--- config.mk ---
export PLATFORM = sky130hd
export DESIGN_NAME = yuv_ordered_dither_palette_mapper_flat
export DESIGN_NICKNAME = d
export VERILOG_FILES = /design/src/rtl/yodpm_pkg.sv /design/src/rtl/yodpm_if.sv /design/src/rtl/yodpm_front.sv /design/src/rtl/yodpm_queue.sv /design/src/rtl/yodpm_back.sv /design/src/rtl/yuv_ordered_dither_palette_mapper.sv /design/src/flat_wrapper.sv
export SDC_FILE = /design/constraint.sdc
export NUM_CORES = 1
export LEC_CHECK = 0
export BUFFER_PORTS_ARGS = -buffer_cell sky130_fd_sc_hd__buf_2
export CORE_ASPECT_RATIO = 2
export CORE_UTILIZATION = 50
export DETAILED_ROUTE_END_ITERATION = 10
export PLACE_DENSITY = 0.73
export SLEW_MARGIN = 20
export SYNTH_ARGS = -nofsm -noshare
export SYNTH_HDL_FRONTEND = slang
export SYNTH_SLANG_ARGS = --single-unit
--- constraint.sdc ---
create_clock -name i_clk -period 13.7 [get_ports i_clk]
set_input_delay 2.74 -clock i_clk [delete_from_list [all_inputs] [get_ports i_clk]]
set_output_delay 2.74 -clock i_clk [all_outputs]
set_load 0.01 [all_outputs]
--- src/rtl/yodpm_pkg.sv ---
// Types, constants and helper functions of the YUV palette mapper.
`default_nettype none
package yodpm_pkg;

    localparam logic [1:0] MODE_GREY16  = 2'd0;
    localparam logic [1:0] MODE_GREY256 = 2'd1;
    localparam logic [1:0] MODE_DITHER  = 2'd2;

    localparam logic [7:0] REG_COLOR_MODE = 8'd0;
    localparam logic [7:0] REG_ALPHA_BYTE = 8'd1;

    localparam logic [1:0] COLOR_MODE_RST = MODE_DITHER;
    localparam logic [7:0] ALPHA_BYTE_RST = 8'hFF;

    localparam int Y_LEVELS = 10;
    localparam int C_LEVELS = 5;

    localparam logic [7:0] LUMA_DITHER   [4] = '{8'd12, 8'd19, 8'd25, 8'd6};
    localparam logic [7:0] CHROMA_DITHER [4] = '{8'd25, 8'd38, 8'd51, 8'd12};

    typedef logic signed [17:0] t_term;
    typedef logic signed [18:0] t_sum;

    // (centre - 16) * 298 + 128 for each luma level
    localparam t_term Y_BASE [10] = '{
        -18'sd4640, 18'sd2810, 18'sd10558, 18'sd18008, 18'sd25756,
        18'sd33206, 18'sd40954, 18'sd48404, 18'sd56152, 18'sd63602};
    // chroma level centre minus 128, scaled by each coefficient
    localparam t_term V_TO_R [5] = '{-18'sd52352, -18'sd31493, -18'sd10634,
                                     18'sd10225, 18'sd31084};
    localparam t_term U_TO_B [5] = '{-18'sd66048, -18'sd39732, -18'sd13416,
                                     18'sd12900, 18'sd39216};
    localparam t_term U_TO_G [5] = '{-18'sd12800, -18'sd7700, -18'sd2600,
                                     18'sd2500, 18'sd7600};
    localparam t_term V_TO_G [5] = '{-18'sd26624, -18'sd16016, -18'sd5408,
                                     18'sd5200, 18'sd15808};

    typedef struct packed {
        logic       dither;
        logic [7:0] grey_idx;
        logic [7:0] grey_val;
        logic [3:0] y_lvl;
        logic [2:0] u_lvl;
        logic [2:0] v_lvl;
    } t_entry;

    // floor(x / 255) for x below 4080
    function automatic logic [3:0] div255(input logic [11:0] x);
        logic [12:0] t;
        t = 13'(x) + 13'(x[11:8]) + 13'd1;
        return t[11:8];
    endfunction

    function automatic logic [7:0] clip8(input t_sum s);
        logic [7:0] r;
        if (s <= 0) begin
            r = 8'd0;
        end else if (s[17:16] != 2'b00) begin
            r = 8'hFF;
        end else begin
            r = s[15:8];
        end
        return r;
    endfunction

endpackage
`default_nettype wire

--- src/rtl/yodpm_if.sv ---
// Valid/ready channel interfaces for pixels, results and configuration.
`default_nettype none
interface yodpm_pix_if;
    logic       valid;
    logic       ready;
    logic [7:0] luma;
    logic [7:0] chroma_blue;
    logic [7:0] chroma_red;
    logic       column_odd;
    logic       row_odd;

    modport source (output valid, luma, chroma_blue, chroma_red, column_odd, row_odd,
                    input ready);
    modport sink (input valid, luma, chroma_blue, chroma_red, column_odd, row_odd,
                  output ready);
endinterface

interface yodpm_res_if;
    logic        valid;
    logic        ready;
    logic [7:0]  palette_index;
    logic [31:0] argb_color;

    modport source (output valid, palette_index, argb_color, input ready);
    modport sink (input valid, palette_index, argb_color, output ready);
endinterface

interface yodpm_cfg_if;
    logic       valid;
    logic       ready;
    logic [7:0] index;
    logic [7:0] data;

    modport source (output valid, index, data, input ready);
    modport sink (input valid, index, data, output ready);
endinterface
`default_nettype wire

--- src/rtl/yodpm_front.sv ---
// Front end: configuration registers, dither and level quantization.
`default_nettype none
module yodpm_front
    import yodpm_pkg::*;
(
    input  wire logic       i_clk,
    input  wire logic       i_rst_n,
    input  wire logic       i_cfg_we,
    input  wire logic [7:0] i_cfg_index,
    input  wire logic [7:0] i_cfg_data,
    input  wire logic [7:0] i_luma,
    input  wire logic [7:0] i_chroma_blue,
    input  wire logic [7:0] i_chroma_red,
    input  wire logic       i_column_odd,
    input  wire logic       i_row_odd,
    output t_entry          o_entry,
    output logic [7:0]      o_alpha_byte
);

    logic [1:0] r_color_mode;
    logic [7:0] r_alpha_byte;
    logic [1:0] pos;
    logic [8:0] y_sum, u_sum, v_sum;
    logic [11:0] y_prod, u_prod, v_prod;
    logic [3:0] y_q, u_q, v_q;

    always_ff @(posedge i_clk) begin
        if (!i_rst_n) begin
            r_color_mode <= COLOR_MODE_RST;
            r_alpha_byte <= ALPHA_BYTE_RST;
        end else if (i_cfg_we) begin
            if (i_cfg_index == REG_COLOR_MODE) begin
                r_color_mode <= i_cfg_data[1:0];
            end
            if (i_cfg_index == REG_ALPHA_BYTE) begin
                r_alpha_byte <= i_cfg_data;
            end
        end
    end

    assign o_alpha_byte = r_alpha_byte;
    assign pos          = {i_row_odd, i_column_odd};

    always_comb begin
        y_sum  = 9'(i_luma) + 9'(LUMA_DITHER[pos]);
        u_sum  = 9'(i_chroma_blue) + 9'(CHROMA_DITHER[pos]);
        v_sum  = 9'(i_chroma_red) + 9'(CHROMA_DITHER[pos]);
        y_prod = 12'(y_sum) * 12'(Y_LEVELS);
        u_prod = 12'(u_sum) * 12'(C_LEVELS);
        v_prod = 12'(v_sum) * 12'(C_LEVELS);
        y_q    = div255(y_prod);
        u_q    = div255(u_prod);
        v_q    = div255(v_prod);

        o_entry.y_lvl = (y_q >= 4'(Y_LEVELS)) ? 4'(Y_LEVELS - 1) : y_q;
        o_entry.u_lvl = (u_q >= 4'(C_LEVELS)) ? 3'(C_LEVELS - 1) : u_q[2:0];
        o_entry.v_lvl = (v_q >= 4'(C_LEVELS)) ? 3'(C_LEVELS - 1) : v_q[2:0];

        unique case (r_color_mode)
            MODE_GREY16: begin
                o_entry.dither   = 1'b0;
                o_entry.grey_idx = 8'd0;
                o_entry.grey_val = {i_luma[7:4], 4'b0000};
            end
            MODE_GREY256: begin
                o_entry.dither   = 1'b0;
                o_entry.grey_idx = i_luma;
                o_entry.grey_val = i_luma;
            end
            default: begin
                o_entry.dither   = 1'b1;
                o_entry.grey_idx = i_luma;
                o_entry.grey_val = i_luma;
            end
        endcase
    end

endmodule
`default_nettype wire

--- src/rtl/yodpm_queue.sv ---
// Two-entry queue between the front end and the color back end.
`default_nettype none
module yodpm_queue
    import yodpm_pkg::*;
(
    input  wire logic   i_clk,
    input  wire logic   i_rst_n,
    input  wire logic   i_push,
    input  wire t_entry i_entry,
    input  wire logic   i_pop,
    output logic        o_full,
    output logic        o_valid,
    output t_entry      o_entry
);

    t_entry     r_mem [2];
    logic       r_wr_ptr, r_rd_ptr;
    logic [1:0] r_count;
    logic [1:0] n_count;

    always_comb begin
        n_count = r_count;
        if (i_push && !i_pop) begin
            n_count = r_count + 2'd1;
        end else if (!i_push && i_pop) begin
            n_count = r_count - 2'd1;
        end
    end

    always_ff @(posedge i_clk) begin
        if (!i_rst_n) begin
            r_wr_ptr <= 1'b0;
            r_rd_ptr <= 1'b0;
            r_count  <= 2'd0;
        end else begin
            if (i_push) begin
                r_wr_ptr <= !r_wr_ptr;
            end
            if (i_pop) begin
                r_rd_ptr <= !r_rd_ptr;
            end
            r_count <= n_count;
        end
    end

    always_ff @(posedge i_clk) begin
        if (i_push) begin
            r_mem[r_wr_ptr] <= i_entry;
        end
    end

    assign o_full  = r_count == 2'd2;
    assign o_valid = r_count != 2'd0;
    assign o_entry = r_mem[r_rd_ptr];

endmodule
`default_nettype wire

--- src/rtl/yodpm_back.sv ---
// Back end: palette index, BT.601 or grey color, output register.
`default_nettype none
module yodpm_back
    import yodpm_pkg::*;
(
    input  wire logic       i_clk,
    input  wire logic       i_rst_n,
    input  wire logic       i_valid,
    input  wire t_entry     i_entry,
    input  wire logic [7:0] i_alpha_byte,
    output logic            o_pop,
    input  wire logic       i_ready,
    output logic            o_valid,
    output logic [7:0]      o_palette_index,
    output logic [31:0]     o_argb_color
);

    logic        r_valid;
    logic [7:0]  r_index;
    logic [31:0] r_argb;
    logic [7:0]  n_index;
    logic [23:0] n_rgb;
    t_sum        red_sum, grn_sum, blu_sum;
    t_term       base;

    assign o_pop = i_valid && (!r_valid || i_ready);

    always_comb begin
        base    = Y_BASE[i_entry.y_lvl];
        red_sum = 19'(base) + 19'(V_TO_R[i_entry.v_lvl]);
        grn_sum = 19'(base) - 19'(U_TO_G[i_entry.u_lvl]) - 19'(V_TO_G[i_entry.v_lvl]);
        blu_sum = 19'(base) + 19'(U_TO_B[i_entry.u_lvl]);
        if (i_entry.dither) begin
            n_index = 8'd1 + 8'(i_entry.y_lvl) * 8'(C_LEVELS * C_LEVELS)
                    + 8'(i_entry.u_lvl) * 8'(C_LEVELS) + 8'(i_entry.v_lvl);
            n_rgb   = {clip8(red_sum), clip8(grn_sum), clip8(blu_sum)};
        end else begin
            n_index = i_entry.grey_idx;
            n_rgb   = {i_entry.grey_val, i_entry.grey_val, i_entry.grey_val};
        end
    end

    always_ff @(posedge i_clk) begin
        if (!i_rst_n) begin
            r_valid <= 1'b0;
        end else if (o_pop) begin
            r_valid <= 1'b1;
        end else if (i_ready) begin
            r_valid <= 1'b0;
        end
    end

    always_ff @(posedge i_clk) begin
        if (o_pop) begin
            r_index <= n_index;
            r_argb  <= {i_alpha_byte, n_rgb};
        end
    end

    assign o_valid         = r_valid;
    assign o_palette_index = r_index;
    assign o_argb_color    = r_argb;

endmodule
`default_nettype wire

--- src/rtl/yuv_ordered_dither_palette_mapper.sv ---
// An accepted pixel is written into the queue, then popped into the output register
// once that register is empty or being taken. Throughput: one pixel per cycle while
// the sink is ready, as the back end drains one queue entry per cycle.
// The front end stalls only when the two-entry queue is full.
// Reset: synchronous active low; color_mode returns to 2, alpha_byte to 255,
// the queue and the output register are emptied.
`default_nettype none
module yuv_ordered_dither_palette_mapper
    import yodpm_pkg::*;
(
    input  wire logic  i_clk,
    input  wire logic  i_rst_n,
    yodpm_cfg_if.sink  i_cfg,
    yodpm_pix_if.sink  i_pix,
    yodpm_res_if.source o_res
);

    t_entry     front_entry;
    t_entry     queue_entry;
    logic [7:0] alpha_byte;
    logic       queue_full, queue_valid, queue_pop, pix_push;

    assign i_cfg.ready = 1'b1;
    assign i_pix.ready = !queue_full;
    assign pix_push    = i_pix.valid && !queue_full;

    yodpm_front u_front (
        .i_clk         (i_clk),
        .i_rst_n       (i_rst_n),
        .i_cfg_we      (i_cfg.valid),
        .i_cfg_index   (i_cfg.index),
        .i_cfg_data    (i_cfg.data),
        .i_luma        (i_pix.luma),
        .i_chroma_blue (i_pix.chroma_blue),
        .i_chroma_red  (i_pix.chroma_red),
        .i_column_odd  (i_pix.column_odd),
        .i_row_odd     (i_pix.row_odd),
        .o_entry       (front_entry),
        .o_alpha_byte  (alpha_byte)
    );

    yodpm_queue u_queue (
        .i_clk   (i_clk),
        .i_rst_n (i_rst_n),
        .i_push  (pix_push),
        .i_entry (front_entry),
        .i_pop   (queue_pop),
        .o_full  (queue_full),
        .o_valid (queue_valid),
        .o_entry (queue_entry)
    );

    yodpm_back u_back (
        .i_clk           (i_clk),
        .i_rst_n         (i_rst_n),
        .i_valid         (queue_valid),
        .i_entry         (queue_entry),
        .i_alpha_byte    (alpha_byte),
        .o_pop           (queue_pop),
        .i_ready         (o_res.ready),
        .o_valid         (o_res.valid),
        .o_palette_index (o_res.palette_index),
        .o_argb_color    (o_res.argb_color)
    );

endmodule
`default_nettype wire

--- src/flat_wrapper.sv ---
// flat-port wrapper written by rule: the top's interface ports become plain ports
module yuv_ordered_dither_palette_mapper_flat import yodpm_pkg::*;
  (i_clk, i_rst_n, i_cfg_valid, i_cfg_index, i_cfg_data, i_cfg_ready, i_pix_valid, i_pix_luma, i_pix_chroma_blue, i_pix_chroma_red, i_pix_column_odd, i_pix_row_odd, i_pix_ready, o_res_valid, o_res_palette_index, o_res_argb_color, o_res_ready);
  yodpm_cfg_if i_cfg_i ();
  yodpm_pix_if i_pix_i ();
  yodpm_res_if o_res_i ();
  input  wire logic i_clk;
  input  wire logic i_rst_n;
  input wire logic [$bits(i_cfg_i.valid)-1:0] i_cfg_valid;
  input wire logic [$bits(i_cfg_i.index)-1:0] i_cfg_index;
  input wire logic [$bits(i_cfg_i.data)-1:0] i_cfg_data;
  output wire logic [$bits(i_cfg_i.ready)-1:0] i_cfg_ready;
  input wire logic [$bits(i_pix_i.valid)-1:0] i_pix_valid;
  input wire logic [$bits(i_pix_i.luma)-1:0] i_pix_luma;
  input wire logic [$bits(i_pix_i.chroma_blue)-1:0] i_pix_chroma_blue;
  input wire logic [$bits(i_pix_i.chroma_red)-1:0] i_pix_chroma_red;
  input wire logic [$bits(i_pix_i.column_odd)-1:0] i_pix_column_odd;
  input wire logic [$bits(i_pix_i.row_odd)-1:0] i_pix_row_odd;
  output wire logic [$bits(i_pix_i.ready)-1:0] i_pix_ready;
  output wire logic [$bits(o_res_i.valid)-1:0] o_res_valid;
  output wire logic [$bits(o_res_i.palette_index)-1:0] o_res_palette_index;
  output wire logic [$bits(o_res_i.argb_color)-1:0] o_res_argb_color;
  input wire logic [$bits(o_res_i.ready)-1:0] o_res_ready;
  assign i_cfg_i.valid = i_cfg_valid;
  assign i_cfg_i.index = i_cfg_index;
  assign i_cfg_i.data = i_cfg_data;
  assign i_cfg_ready = i_cfg_i.ready;
  assign i_pix_i.valid = i_pix_valid;
  assign i_pix_i.luma = i_pix_luma;
  assign i_pix_i.chroma_blue = i_pix_chroma_blue;
  assign i_pix_i.chroma_red = i_pix_chroma_red;
  assign i_pix_i.column_odd = i_pix_column_odd;
  assign i_pix_i.row_odd = i_pix_row_odd;
  assign i_pix_ready = i_pix_i.ready;
  assign o_res_valid = o_res_i.valid;
  assign o_res_palette_index = o_res_i.palette_index;
  assign o_res_argb_color = o_res_i.argb_color;
  assign o_res_i.ready = o_res_ready;
  yuv_ordered_dither_palette_mapper u_core (.i_clk(i_clk), .i_rst_n(i_rst_n), .i_cfg(i_cfg_i), .i_pix(i_pix_i), .o_res(o_res_i));
endmodule
==> reports/metrics.cfg <==
[outcome]
status = finished, final reports clean

[floorplanning]
start_util_pct = 51.0
design.die.area_um2 = 20200
ioPinCount = 90
die_h_um = 200
num_rows = 72
core_area_um2 = 19300
die-width_um = 101

[setup_path]
r2r_setup_slack_ns = 8.04
timing.critical_path.buf_inv = 3
crit_path_end_kind = flop
arrival_ns = 8.32
path_max_fanout = 7
startpoint_type = input port
path_delay_family = compound AO/OA/AOI/OAI gates
setup.worst_path.class = input port to flop
r2r-end = u_core.u_back.o_argb_color[19]$_DFFE_PP_
r2r_cells = 15
cp_slowest_stage_delay_ns = 0.56
required_ns = 13.78
worst_path_max_delay_cell = nor4_1

[finish]
final_area_um2 = 10900
antenna_cells = 0
multi_input_area_um2 = 6510
regArea_um2 = 2900
final_common_cell = ha_1
area_growth_pct = 10.7
layout-drive-gt1-share_pct = 11.8
final_net_count = 1339
fill_cells = 1769
mostFrequentLayoutCells = ha_1, inv_1, buf_2

[drt]
ant_nets = 0
via_per_inst = 5.81
wl_mm = 24.7
first_iter_violations = 233
wl_per_cell_um = 17.9
drt_first_pass_iters = 5
drc = 0
vias = 8025

[sta]
tightest_slew_ns = 1.09
rsz0062_at_grt = false
maxSlewViolCount = 0
min_period_over_period_pct = 60.2
fin_skew_ns = 0.0145
fmax_ghz = 0.121
slew_headroom_pct = 27.6
fin_setup_tns_ns = 0
fin_crit_ns = 8.24
setup_viol = 0
hold_viol_final = 0

[synth]
ys_seq_elements = 102
synth_top_family_by_area = adder cells
yosys.area_share.simple_pct = 13.5
syn-num-nets = 1245
yosys-top-cells-area = edfxtp_1, ha_1, fa_1
yosysSeqAreaShare_pct = 29.5
syn-cell-area_um2 = 9820
syn_inst = 1024
muxShareOfSynthArea_pct = 3.91
synth_area_leader_cell = edfxtp_1
synth-adder-area-share_pct = 24.6
synth_top_area_share_pct = 26.3
yosys.area_share.xor_xnor_pct = 6.70
synth_edf_count = 86
synth_top_flop_cell = edfxtp_1
yosys_warnings = 0
synth_compound_area_share_pct = 17.4
synth_cell_type_count = 72
synth_area_per_cell_um2 = 9.59
async_flop_share_pct = 0

[clock_tree]
htreeDepth = 3
cts_resized = 0
clock_sinks = 102
clkLatencyLatePin_ns = 0.35
cts_hold_buf = 0
clk_pin_slew_worst_paths_ns = 0.07
clock_tree.root_cell = clkbuf_16
cts_setup_buffers = 0
cts_buffer_depth = 2
cts_buffers = 9
cts_tree = built

[place]
place_congestion = 0.992
post_dp_cell_area_um2 = 10600
dp_hpwl_mm = 20.4
port_buffers = 88

[worst_hold_path]
hold_depth = 0
worstHoldStart = u_core.u_front.o_alpha_byte[0]$_SDFFE_PN1P_
hold_end = u_core.u_back.o_argb_color[24]$_DFFE_PP_
worstHoldPathType = flop to flop

[global_routing]
track_usage_pct = 25.2
antenna_found_initial = 0
grt_pass1_vias = 8291
grt_max_degree = 42
grt-ovfl-total = 0
grt_pass1_wl_mm = 39.3

[run]
maxCapViolations = 0

## synthesized netlist by cell type, types with 13 or more instances
| master | number |
|---|---|
| ha_1 | 146 |
| inv_1 | 102 |
| edfxtp_1 | 86 |
| nand2_1 | 76 |
| nor2_1 | 65 |
| o21ai_0 | 59 |
| a21oi_1 | 53 |
| xnor2_1 | 47 |
| fa_1 | 28 |
| mux2i_1 | 26 |
| nor2b_1 | 25 |
| xor2_1 | 23 |
| a21o_1 | 20 |
| a31oi_1 | 19 |
| a211oi_1 | 18 |
| nor3_1 | 18 |
| o21a_1 | 17 |
| dfxtp_1 | 16 |
| and2_1 | 14 |
| nand2b_1 | 13 |
## metal layers
metal  part of all wire [%]  GRT usage [%]
met2                     57           49.7
met5                      0              0
met4                    8.1           18.8
met1                     32           22.2
met3                    2.6           2.69
## stage by stage
stage | setup slack [ns] | hold WS, ns | std cells | util, %
2_1_floorplan | 6.12 | 0.408 | 1024 | -
3_5_place_dp | 5.13 | 0.425 | 1366 | 54.9
5_1_grt | 4.95 | 0.440 | 1382 | 56.4
6_report | 5.46 | 0.437 | 1382 | 56.4
4_1_cts | 5.48 | 0.439 | 1382 | 56.4
3_3_place_gp | 5.39 | 0.413 | 1366 | 54.9
## logic make-up after synthesis
kind of cell    Yosys count
simple gates            267
compound gates          256
fa+ha+maj               177
buf+inv                 112
flops                   102
xor+xnor                 72
mux                      37
other cells               1
## flip-flops by register name (all words and copies together), names as in the netlist, named ones only
signal and cells:
u_core.u_queue.r_mem 46, u_core.u_front.o_alpha_byte 8, u_core.u_back.o_valid 1, u_core.u_front.r_color_mode 2, u_core.u_queue.r_count 2, u_core.u_queue.r_wr_ptr 1
u_core.u_queue.r_rd_ptr 1, u_core.u_back.o_palette_index 8, u_core.u_back.o_argb_color 32
## how the worst max path moves through the flow
stage / start / end / slack (ns) / depth (start not counted)
2_1_floorplan: i_pix_column_odd / u_core.u_queue.r_mem[0][1]$_DFFE_PP_ / 6.12 / 24
3_3_place_gp: i_pix_column_odd / u_core.u_queue.r_mem[0][1]$_DFFE_PP_ / 5.39 / 25
3_5_place_dp: i_pix_column_odd / u_core.u_queue.r_mem[1][0]$_DFFE_PP_ / 5.13 / 25
4_1_cts: i_pix_column_odd / u_core.u_queue.r_mem[0][0]$_DFFE_PP_ / 5.48 / 25
5_1_grt: i_pix_column_odd / u_core.u_queue.r_mem[1][1]$_DFFE_PP_ / 4.95 / 25
6_report: i_pix_column_odd / u_core.u_queue.r_mem[1][0]$_DFFE_PP_ / 5.46 / 25
## cell type report
| class | instances | area share [%] |
|---|---|---|
| sequential | 102 | 26.7 |
| clock inverter | 6 | 0.506 |
| timing repair buffer | 92 | 4.33 |
| multi-input combinational | 810 | 59.8 |
| clock buffer | 10 | 2.11 |
| inverter | 103 | 3.56 |
| tap | 259 | 2.98 |
Power is left out: the tool's default activity adds up to more than one toggle a clock period on the data nets, which glitch-free logic cannot reach.
